==> src/rtl/cfr_pkg.sv <==
// ----------------------------------------------------------------------------
// cfr_pkg
// Shared types and constants of the checksummed frame receiver.
// ----------------------------------------------------------------------------
`default_nettype none

package cfr_pkg;

  localparam int unsigned LEN_W  = 6;
  localparam int unsigned TICK_W = 24;
  localparam int unsigned CFG_W  = 24;

  typedef logic [1:0] func_t;
  typedef logic [2:0] status_t;
  typedef logic [7:0] byte_t;
  typedef logic       cfg_idx_t;

  // item function codes
  localparam func_t FUNC_ARM  = 2'd0;
  localparam func_t FUNC_BYTE = 2'd1;
  localparam func_t FUNC_TICK = 2'd2;

  // result status codes
  localparam status_t ST_OK        = 3'd0;
  localparam status_t ST_TIMEOUT   = 3'd1;
  localparam status_t ST_TOO_LONG  = 3'd2;
  localparam status_t ST_BAD_END   = 3'd3;
  localparam status_t ST_BAD_CHECK = 3'd4;

  // configuration register indexes
  localparam cfg_idx_t CFG_MAX_LENGTH    = 1'b0;
  localparam cfg_idx_t CFG_TIMEOUT_TICKS = 1'b1;

  localparam byte_t MARK_START = 8'h02;
  localparam byte_t MARK_END   = 8'h03;

  localparam logic [LEN_W-1:0]  MAX_LENGTH_RST    = 6'd32;
  localparam logic [TICK_W-1:0] TIMEOUT_TICKS_RST = 24'd2000000;

  typedef struct packed {
    status_t status;
    logic    data_valid;
    byte_t   data_byte;
    logic    last;
  } res_t;

endpackage

`default_nettype wire

==> src/rtl/cfr_in_if.sv <==
// ----------------------------------------------------------------------------
// cfr_in_if
// Input channel: function code and received byte with valid/ready.
// ----------------------------------------------------------------------------
`default_nettype none

interface cfr_in_if;
  logic            valid;
  logic            ready;
  cfr_pkg::func_t  func;
  cfr_pkg::byte_t  rx_byte;

  modport source (output valid, output func, output rx_byte, input ready);
  modport sink   (input valid, input func, input rx_byte, output ready);
endinterface

`default_nettype wire

==> src/rtl/cfr_out_if.sv <==
// ----------------------------------------------------------------------------
// cfr_out_if
// Result channel: status, payload byte and last mark with valid/ready.
// ----------------------------------------------------------------------------
`default_nettype none

interface cfr_out_if;
  logic             valid;
  logic             ready;
  cfr_pkg::status_t status;
  logic             data_valid;
  cfr_pkg::byte_t   data_byte;
  logic             last;

  modport source (output valid, output status, output data_valid, output data_byte,
                  output last, input ready);
  modport sink   (input valid, input status, input data_valid, input data_byte,
                  input last, output ready);
endinterface

`default_nettype wire

==> src/rtl/cfr_ram.sv <==
// ----------------------------------------------------------------------------
// cfr_ram
// Generic single-write, single-read RAM with a registered read port.
// ----------------------------------------------------------------------------
`default_nettype none

module cfr_ram #(
  parameter int unsigned WIDTH  = 8,
  parameter int unsigned DEPTH  = 32,
  parameter int unsigned ADDR_W = (DEPTH > 1) ? $clog2(DEPTH) : 1
) (
  input  logic              clk_i,
  input  logic              we_i,
  input  logic [ADDR_W-1:0] waddr_i,
  input  logic [WIDTH-1:0]  wdata_i,
  input  logic              re_i,
  input  logic [ADDR_W-1:0] raddr_i,
  output logic [WIDTH-1:0]  rdata_o
);

  logic [WIDTH-1:0] mem_q [DEPTH];
  logic [WIDTH-1:0] rdata_q;

  always_ff @(posedge clk_i) begin
    if (we_i) begin
      mem_q[waddr_i] <= wdata_i;
    end
  end

  always_ff @(posedge clk_i) begin
    if (re_i) begin
      rdata_q <= mem_q[raddr_i];
    end
  end

  assign rdata_o = rdata_q;

endmodule

`default_nettype wire

==> src/rtl/checksummed_frame_receiver.sv <==
// ----------------------------------------------------------------------------
// checksummed_frame_receiver
// Receives start/length/payload/check/end frames and gives out the payload.
// ----------------------------------------------------------------------------
// An arm item starts a receive; byte and tick items then advance the frame
// parser by one step each, one item per cycle while the result register is
// free. Payload bytes go into a MAX_BYTES-deep RAM with a registered read.
// Once a good frame ends, the payload is read back from that RAM and given
// out one byte per cycle (as fast as the result side takes it); input is
// held off for that drain. Failures and an empty good frame give a single
// status result marked last. The RAM needs no clearing: only entries
// written by the current frame are ever read.
`default_nettype none

module checksummed_frame_receiver #(
  parameter int unsigned MAX_BYTES = 32
) (
  input  logic                        clk_i,
  input  logic                        rst_ni,
  cfr_in_if.sink                      rx_i,
  cfr_out_if.source                   res_o,
  input  logic                        cfg_we_i,
  input  cfr_pkg::cfg_idx_t           cfg_idx_i,
  input  logic [cfr_pkg::CFG_W-1:0]   cfg_data_i
);

  import cfr_pkg::*;

  localparam int unsigned AW = (MAX_BYTES > 1) ? $clog2(MAX_BYTES) : 1;

  localparam logic [2:0] PH_IDLE = 3'd0;
  localparam logic [2:0] PH_HUNT = 3'd1;
  localparam logic [2:0] PH_LEN  = 3'd2;
  localparam logic [2:0] PH_DATA = 3'd3;
  localparam logic [2:0] PH_CHK  = 3'd4;
  localparam logic [2:0] PH_END  = 3'd5;

  logic [2:0]        phase_q, phase_d;
  logic [LEN_W-1:0]  frame_len_q, frame_len_d;
  logic [LEN_W-1:0]  byte_cnt_q, byte_cnt_d;
  byte_t             sum_q, sum_d;
  byte_t             chk_q, chk_d;
  logic [TICK_W-1:0] idle_q, idle_d;
  logic [LEN_W-1:0]  max_len_q;
  logic [TICK_W-1:0] timeout_q;
  logic              drain_q, drain_d;
  logic              pend_q, pend_d;
  logic [AW-1:0]     rd_idx_q, rd_idx_d;
  logic              out_valid_q, out_valid_d;
  res_t              out_q, out_d;

  logic              out_free;
  logic              rx_acc;
  logic [LEN_W-1:0]  limit;
  logic [TICK_W-1:0] idle_inc;
  logic [LEN_W-1:0]  byte_inc;
  byte_t             chk_want;
  logic [AW-1:0]     rd_next;
  logic              rd_last;

  logic              ram_we;
  logic              ram_re;
  logic [AW-1:0]     ram_ra;
  byte_t             ram_rdata;

  cfr_ram #(
    .WIDTH (8),
    .DEPTH (MAX_BYTES),
    .ADDR_W(AW)
  ) u_payload_ram (
    .clk_i  (clk_i),
    .we_i   (ram_we),
    .waddr_i(byte_cnt_q[AW-1:0]),
    .wdata_i(rx_i.rx_byte),
    .re_i   (ram_re),
    .raddr_i(ram_ra),
    .rdata_o(ram_rdata)
  );

  assign out_free    = !out_valid_q || res_o.ready;
  assign rx_i.ready  = !drain_q && out_free;
  assign rx_acc      = rx_i.valid && rx_i.ready;
  assign limit       = (max_len_q < LEN_W'(MAX_BYTES)) ? max_len_q : LEN_W'(MAX_BYTES);
  assign idle_inc    = idle_q + 1'b1;
  assign byte_inc    = byte_cnt_q + 1'b1;
  assign chk_want    = 8'd0 - sum_q;
  assign rd_next     = rd_idx_q + 1'b1;
  assign rd_last     = (LEN_W'(rd_idx_q) + 1'b1) == frame_len_q;

  always_comb begin
    phase_d     = phase_q;
    frame_len_d = frame_len_q;
    byte_cnt_d  = byte_cnt_q;
    sum_d       = sum_q;
    chk_d       = chk_q;
    idle_d      = idle_q;
    drain_d     = drain_q;
    pend_d      = pend_q;
    rd_idx_d    = rd_idx_q;
    out_d       = out_q;
    out_valid_d = out_valid_q && !res_o.ready;
    ram_we      = 1'b0;
    ram_re      = 1'b0;
    ram_ra      = rd_idx_q;

    if (rx_acc) begin
      priority if (rx_i.func == FUNC_ARM) begin
        phase_d     = PH_HUNT;
        frame_len_d = '0;
        byte_cnt_d  = '0;
        sum_d       = '0;
        chk_d       = '0;
        idle_d      = '0;
      end else if (phase_q == PH_IDLE) begin
        // not armed: item dropped
      end else if (rx_i.func == FUNC_TICK) begin
        idle_d = idle_inc;
        if (idle_inc >= timeout_q) begin
          phase_d     = PH_IDLE;
          out_valid_d = 1'b1;
          out_d       = '{status: ST_TIMEOUT, data_valid: 1'b0, data_byte: 8'd0, last: 1'b1};
        end
      end else if (rx_i.func == FUNC_BYTE) begin
        idle_d = '0;
        unique case (phase_q)
          PH_HUNT: begin
            if (rx_i.rx_byte == MARK_START) begin
              phase_d = PH_LEN;
            end
          end
          PH_LEN: begin
            if (rx_i.rx_byte > 8'(limit)) begin
              phase_d     = PH_IDLE;
              out_valid_d = 1'b1;
              out_d       = '{status: ST_TOO_LONG, data_valid: 1'b0, data_byte: 8'd0,
                              last: 1'b1};
            end else begin
              frame_len_d = rx_i.rx_byte[LEN_W-1:0];
              sum_d       = rx_i.rx_byte;
              byte_cnt_d  = '0;
              phase_d     = (rx_i.rx_byte[LEN_W-1:0] == '0) ? PH_CHK : PH_DATA;
            end
          end
          PH_DATA: begin
            ram_we     = 1'b1;
            sum_d      = sum_q + rx_i.rx_byte;
            byte_cnt_d = byte_inc;
            if (byte_inc >= frame_len_q) begin
              phase_d = PH_CHK;
            end
          end
          PH_CHK: begin
            chk_d   = rx_i.rx_byte;
            phase_d = PH_END;
          end
          PH_END: begin
            phase_d = PH_IDLE;
            // end marker is judged before the check byte
            priority if (rx_i.rx_byte != MARK_END) begin
              out_valid_d = 1'b1;
              out_d       = '{status: ST_BAD_END, data_valid: 1'b0, data_byte: 8'd0,
                              last: 1'b1};
            end else if (chk_q != chk_want) begin
              out_valid_d = 1'b1;
              out_d       = '{status: ST_BAD_CHECK, data_valid: 1'b0, data_byte: 8'd0,
                              last: 1'b1};
            end else if (frame_len_q == '0) begin
              out_valid_d = 1'b1;
              out_d       = '{status: ST_OK, data_valid: 1'b0, data_byte: 8'd0, last: 1'b1};
            end else begin
              // start the payload drain with the first read
              drain_d  = 1'b1;
              pend_d   = 1'b1;
              rd_idx_d = '0;
              ram_re   = 1'b1;
              ram_ra   = '0;
            end
          end
          default: begin
            phase_d = PH_IDLE;
          end
        endcase
      end else begin
        // reserved function code: item dropped
      end
    end else if (pend_q && out_free) begin
      // read data is ready: hand it over and fetch the next entry
      out_valid_d = 1'b1;
      out_d       = '{status: ST_OK, data_valid: 1'b1, data_byte: ram_rdata, last: rd_last};
      pend_d      = 1'b0;
      if (rd_last) begin
        drain_d = 1'b0;
      end else begin
        rd_idx_d = rd_next;
        ram_re   = 1'b1;
        ram_ra   = rd_next;
        pend_d   = 1'b1;
      end
    end
  end

  always_ff @(posedge clk_i or negedge rst_ni) begin
    if (!rst_ni) begin
      phase_q     <= PH_IDLE;
      frame_len_q <= '0;
      byte_cnt_q  <= '0;
      sum_q       <= '0;
      chk_q       <= '0;
      idle_q      <= '0;
      drain_q     <= 1'b0;
      pend_q      <= 1'b0;
      rd_idx_q    <= '0;
      out_valid_q <= 1'b0;
    end else begin
      phase_q     <= phase_d;
      frame_len_q <= frame_len_d;
      byte_cnt_q  <= byte_cnt_d;
      sum_q       <= sum_d;
      chk_q       <= chk_d;
      idle_q      <= idle_d;
      drain_q     <= drain_d;
      pend_q      <= pend_d;
      rd_idx_q    <= rd_idx_d;
      out_valid_q <= out_valid_d;
    end
  end

  always_ff @(posedge clk_i) begin
    out_q <= out_d;
  end

  always_ff @(posedge clk_i or negedge rst_ni) begin
    if (!rst_ni) begin
      max_len_q <= MAX_LENGTH_RST;
      timeout_q <= TIMEOUT_TICKS_RST;
    end else if (cfg_we_i) begin
      unique case (cfg_idx_i)
        CFG_MAX_LENGTH:    max_len_q <= cfg_data_i[LEN_W-1:0];
        CFG_TIMEOUT_TICKS: timeout_q <= cfg_data_i[TICK_W-1:0];
        default: ;
      endcase
    end
  end

  assign res_o.valid      = out_valid_q;
  assign res_o.status     = out_q.status;
  assign res_o.data_valid = out_q.data_valid;
  assign res_o.data_byte  = out_q.data_byte;
  assign res_o.last       = out_q.last;

  // a drain only runs after the parser has gone back to idle
  a_drain_idle: assert property (@(posedge clk_i) disable iff (!rst_ni)
    drain_q |-> phase_q == PH_IDLE)
    else $error("payload drain while parser active");

  // a read in flight belongs to a drain
  a_pend_drain: assert property (@(posedge clk_i) disable iff (!rst_ni)
    pend_q |-> drain_q)
    else $error("payload read outside drain");

  // the stored length never exceeds the payload RAM
  a_len_fits: assert property (@(posedge clk_i) disable iff (!rst_ni)
    frame_len_q <= LEN_W'(MAX_BYTES))
    else $error("frame length beyond payload store");

  // while collecting payload the count stays below the length
  a_cnt_range: assert property (@(posedge clk_i) disable iff (!rst_ni)
    phase_q == PH_DATA |-> byte_cnt_q < frame_len_q)
    else $error("payload count out of range");

  // no drain runs once the last payload byte is taken
  a_last_ends: assert property (@(posedge clk_i) disable iff (!rst_ni)
    res_o.valid && res_o.ready && res_o.data_valid && res_o.last |=> !drain_q)
    else $error("drain continues after last byte");

endmodule

`default_nettype wire
==> src/flat_wrapper.sv <==
// flat-port wrapper written by rule: the top's interface ports become plain ports
module checksummed_frame_receiver_flat import cfr_pkg::*;
#(
  parameter int unsigned MAX_BYTES = 32
)
  (clk_i, rst_ni, cfg_we_i, cfg_idx_i, cfg_data_i, rx_i_valid, rx_i_func, rx_i_rx_byte, rx_i_ready, res_o_valid, res_o_status, res_o_data_valid, res_o_data_byte, res_o_last, res_o_ready);
  cfr_in_if rx_i_i ();
  cfr_out_if res_o_i ();
  input  logic clk_i;
  input  logic rst_ni;
  input  logic cfg_we_i;
  input  cfr_pkg::cfg_idx_t cfg_idx_i;
  input  logic [cfr_pkg::CFG_W-1:0] cfg_data_i;
  input wire logic [$bits(rx_i_i.valid)-1:0] rx_i_valid;
  input wire logic [$bits(rx_i_i.func)-1:0] rx_i_func;
  input wire logic [$bits(rx_i_i.rx_byte)-1:0] rx_i_rx_byte;
  output wire logic [$bits(rx_i_i.ready)-1:0] rx_i_ready;
  output wire logic [$bits(res_o_i.valid)-1:0] res_o_valid;
  output wire logic [$bits(res_o_i.status)-1:0] res_o_status;
  output wire logic [$bits(res_o_i.data_valid)-1:0] res_o_data_valid;
  output wire logic [$bits(res_o_i.data_byte)-1:0] res_o_data_byte;
  output wire logic [$bits(res_o_i.last)-1:0] res_o_last;
  input wire logic [$bits(res_o_i.ready)-1:0] res_o_ready;
  assign rx_i_i.valid = rx_i_valid;
  assign rx_i_i.func = rx_i_func;
  assign rx_i_i.rx_byte = rx_i_rx_byte;
  assign rx_i_ready = rx_i_i.ready;
  assign res_o_valid = res_o_i.valid;
  assign res_o_status = res_o_i.status;
  assign res_o_data_valid = res_o_i.data_valid;
  assign res_o_data_byte = res_o_i.data_byte;
  assign res_o_last = res_o_i.last;
  assign res_o_i.ready = res_o_ready;
  checksummed_frame_receiver #(.MAX_BYTES(MAX_BYTES)) u_core (.clk_i(clk_i), .rst_ni(rst_ni), .rx_i(rx_i_i), .res_o(res_o_i), .cfg_we_i(cfg_we_i), .cfg_idx_i(cfg_idx_i), .cfg_data_i(cfg_data_i));
endmodule
==> config.mk <==
export PLATFORM = sky130hd
export DESIGN_NAME = checksummed_frame_receiver_flat
export DESIGN_NICKNAME = d
export VERILOG_FILES = /design/src/rtl/cfr_pkg.sv /design/src/rtl/cfr_in_if.sv /design/src/rtl/cfr_out_if.sv /design/src/rtl/cfr_ram.sv /design/src/rtl/checksummed_frame_receiver.sv /design/src/flat_wrapper.sv
export SDC_FILE = /design/constraint.sdc
export NUM_CORES = 1
export LEC_CHECK = 0
export ABC_AREA = 1
export BUFFER_PORTS_ARGS = -buffer_cell sky130_fd_sc_hd__buf_2
export CORE_ASPECT_RATIO = 0.75
export CORE_UTILIZATION = 35
export CTS_BUF_LIST = sky130_fd_sc_hd__clkbuf_8 sky130_fd_sc_hd__clkbuf_16
export CTS_CLUSTER_SIZE = 8
export DETAILED_ROUTE_END_ITERATION = 16
export PLACE_DENSITY = 0.53
export SYNTH_ARGS = -nofsm -noshare
export SYNTH_HDL_FRONTEND = slang
export SYNTH_SLANG_ARGS = --single-unit
==> constraint.sdc <==
create_clock -name clk_i -period 3.7 [get_ports clk_i]
set_input_delay 0.37 -clock clk_i [delete_from_list [all_inputs] [get_ports clk_i]]
set_output_delay 0.37 -clock clk_i [all_outputs]
set_load 0.01 [all_outputs]
==> out/qor.yml <==
timing:
  setup_viol: 13
  clock.fmax_mhz: 266
  worst_pin_slew_ps: 1250
  rsz0062_at_grt: "yes"
  clock_skew_ps: 33.6
  period_share_pct: 101
  maxSlewHeadroom_pct: 15.9
  worst_slack_ps: -53.8
  hold_viol: 0
  period_needed_ps: 3750
  drv_slew: 0
  tns_ps: -454
power:
  power.density_nw_per_um2: 723
  internal_power_mw: 9.48
  p_seq_share_pct: 33.5
  p_leak_nw: 9.58
  netSwitchingFraction_pct: 39.4
  ir_drop_uv: 644
  power.total_mw: 15.6
  p_switching_mw: 6.16
  clkPwrFrac_pct: 27.4
  p_comb_share_pct: 39.1
cells_and_area:
  area_growth_pct: 17.2
  drive_gt1_share_pct: 12.6
  final_nets: 2168
  layoutNonFillerInstCount: 2799
  n_antenna_cell: 0
  finish.utilization_pct: 41.8
placement:
  post-place-cells: 2714
  io_buffer_count: 54
  gp_congestion: 0.871
  dpl.hpwl_um: 32000
  pre_cts_ws_ps: -243
worst_setup_path:
  cp.buffers_inverters: 3
  start_kind: "flop"
  cpPeakStageDelay_ps: 370
  path_delay_family: "simple AND/OR/NAND/NOR gates"
  crit_path_start: "u_core.idle_q[1]$_DFFE_PN0P_"
  critical_path_arrival_ps: 4050
  reg2reg_from: "u_core.idle_q[1]$_DFFE_PN0P_"
  crit_chain: "nand3_2, nor3_2, nand2_1, nor2_2, nand4_1, nor4_2, nand3_1, buf_4, nor2_4, nand3_2, xor2_2, inv_2, ha_4, nand3_2, nor3_2, nand2_1, a21oi_2, a211oi_2, nand3_2, nand3_2, nand2_4, clkbuf_16"
  cp-end-kind: "flop"
  crit_fanout: 6
  required_ps: 3990
  crit_type: "flop to flop"
  cp_common_cell: "nand3_2"
  cp_slowest_cell: "dfrtp_1"
yosys:
  netlist_top_cells_area: "edfxtp_1 (45%), dfrtp_1 (12%), nand3_1 (8.6%)"
  ys.flop_type: "edfxtp_1"
  synthCells: 1952
  synth_edf_count: 277
  synthesis.nets: 2047
  ys_seq_area_share_pct: 57.7
  synth_cell_types: 44
  ys_warn_count: 0
  yosysTopAreaCell: "edfxtp_1"
  syn_area_per_cell_um2: 9.46
  synth_seq_cells: 370
  synthArstFlopShare_pct: 25.1
  synth_top_area_share_pct: 45.0
  syn_area_um2: 18500
floorplan:
  die_y_um: 201
  ios: 55
  rows: 72
  coreArea_um2: 51800
  initial_core_util_pct: 35.7
  die-area_um2: 53700
  die_x_um: 267
detailed_routing:
  drt_iter0_drc: 1235
  drtAntennaViolNets: 0
  first_pass_iters: 8
  vias: 13600
  drc: 0
  drt_wl_total_um: 49300
  wl_per_cell_um: 17.6
  viasPerCell: 4.86
global_route:
  grt_pass1_vias: 13400
  grt_pass1_wl_um: 77200
  track_usage_pct: 18.6
  grt_max_degree: 133
  gr-total-overflow: 0
  antenna_found_initial: 1
job:
  cap_viol_max_count: 0
clocking:
  cts.sinks: 370
  h-tree-depth: 2
  clock_latency_ps: 590
  cts_tree: "done"
  cts_root_buffer: "clkbuf_16"
  cts_buffers: 52
  clockBufferDepth: 3
  clk_pin_slew_ps: 60
min_path:
  worstHoldStart: "cfg_data_i[7]"
  hold_path_class: "input pin to flop"
status:
  violations: "setup timing"
  status: "complete, but fails checks"
[cell usage in the layout, fill, tap and decap left out, types with 36 or more instances in the layout]
cell / count
buf_4: 84
ha_1: 52
o21ai_0: 70
inv_1: 346
edfxtp_1: 277
nand3b_1: 80
clkbuf_16: 54
dfrtp_1: 85
nand3_1: 312
buf_2: 53
nor2_1: 108
a21oi_1: 36
nand2_1: 357
[path summary, 6_finish.rpt]
kind	to	slack, ps	depth (start not counted)
setup / recovery	u_core.res_o.data_byte[4]$_SDFFCE_PP0P_	-50	22
max in group asynchronous	u_core.chk_q[4]$_DFFE_PN0P_	2410	3
hold reg to reg	u_core.timeout_q[7]$_DFFE_PN1P_	490	2
setup reg to reg	u_core.res_o.data_byte[4]$_SDFFCE_PP0P_	-50	22
hold / removal	u_core.timeout_q[7]$_DFFE_PN1P_	30	3
min in group asynchronous	u_core.idle_q[18]$_DFFE_PN0P_	500	2
[registers in the layout, summed over array words and instances (netlist names)]
| register | cells |
|---|---|
| u_core.u_payload_ram.mem_q | 256 |
| u_core.res_o.data_valid | 1 |
| u_core.byte_cnt_q | 6 |
| u_core.frame_len_q | 6 |
| u_core.idle_q | 24 |
| u_core.u_payload_ram.rdata_o | 8 |
| u_core.chk_q | 8 |
| u_core.sum_q | 8 |
| u_core.drain_q | 1 |
| u_core.pend_q | 1 |
| u_core.res_o.valid | 1 |
| u_core.rd_idx_q | 5 |
| u_core.phase_q | 3 |
| u_core.res_o.data_byte | 8 |
| u_core.timeout_q | 24 |
| u_core.max_len_q | 6 |
| u_core.res_o.last | 1 |
| u_core.res_o.status | 3 |
[power groups by stage]
stage	registers [mW]	logic [mW]	clock network, mW
after floorplan	5.19	4.23	0
final	5.24	6.12	4.29
after CTS	5.23	6.09	4.41
after global placement	5.30	6.00	0
after global routing	5.28	6.90	4.56
after detailed placement	5.30	6.06	0
[Yosys cell counts (3+ instances only)]
cell type  count
o22ai_1       13
buf_2         40
a21oi_1       39
or2_2          5
inv_1        328
dfstp_2        8
nand2_1      361
buf_4         19
nand3b_1      80
nor2_2         4
o2111ai_1      3
nor3_1        20
o221ai_1       3
o31ai_1        3
o211ai_1       3
o21a_1         4
xnor2_1        3
edfxtp_1     277
xor2_1        22
nor4_1         9
nand4_1       14
nand3_1      317
inv_2          9
ha_1          54
clkbuf_1      21
dfrtp_1       85
nor2_4         3
nor2_1       110
o21ai_0       73
[cells by family after synthesis]
group                      count (synthesis)  share of synthesized area, %
adders and majority gates                 55                          3.77
AOI/OAI and AO/OA                        151                          4.57
DFF                                      370                          57.7
and+or+nand+nor                          929                          23.5
muxes                                      1                        0.0542
buffers and inverters                    421                          9.21
xor gates and xnor gates                  25                          1.19
[repair_timing]
action                                 4_1_cts  5_1_grt
hold buffers                                 2        0
setup buffers                                0        5
pin swaps                                    1       21
gates resized for setup                      6       26
setup endpoints to repair                   16       25
endpoints found under the hold margin       64        0
cloned                                       0        1
[through the flow]
step | area [um^2] | hold WS [ps]
after floorplan | 18500 | 74.4
after global placement | 20000 | 474
after detailed placement | 20000 | 477
after CTS | 21500 | 5.48
after global routing | 21700 | 18.0
final | 21700 | 32.5
[routing by layer]
metal  track usage (%)  routed length, um  vias up
met3              3.16               3110       55
met5                 0                  0        -
li1                  -                  -     6727
met4              3.98                786        0
met2              28.6              21800      371
met1              27.4              23600     6444
[worst min-delay path, cell delays in order]
cell and delay, ps:
buf_2 100, nor2_1 90, a21oi_1 50
[layout make-up]
cell class                      instances  area (um^2)
Fill cell                            5041        30100
Sequential cell                       370        10700
Multi-Input combinational cell       1161         6270
Clock buffer                           53         1330
Inverter                              339         1270
Timing Repair Buffer                  149         1120
Tap cell                              703          880
Clock inverter                         24          128
Power figures use the tool's default switching activity.
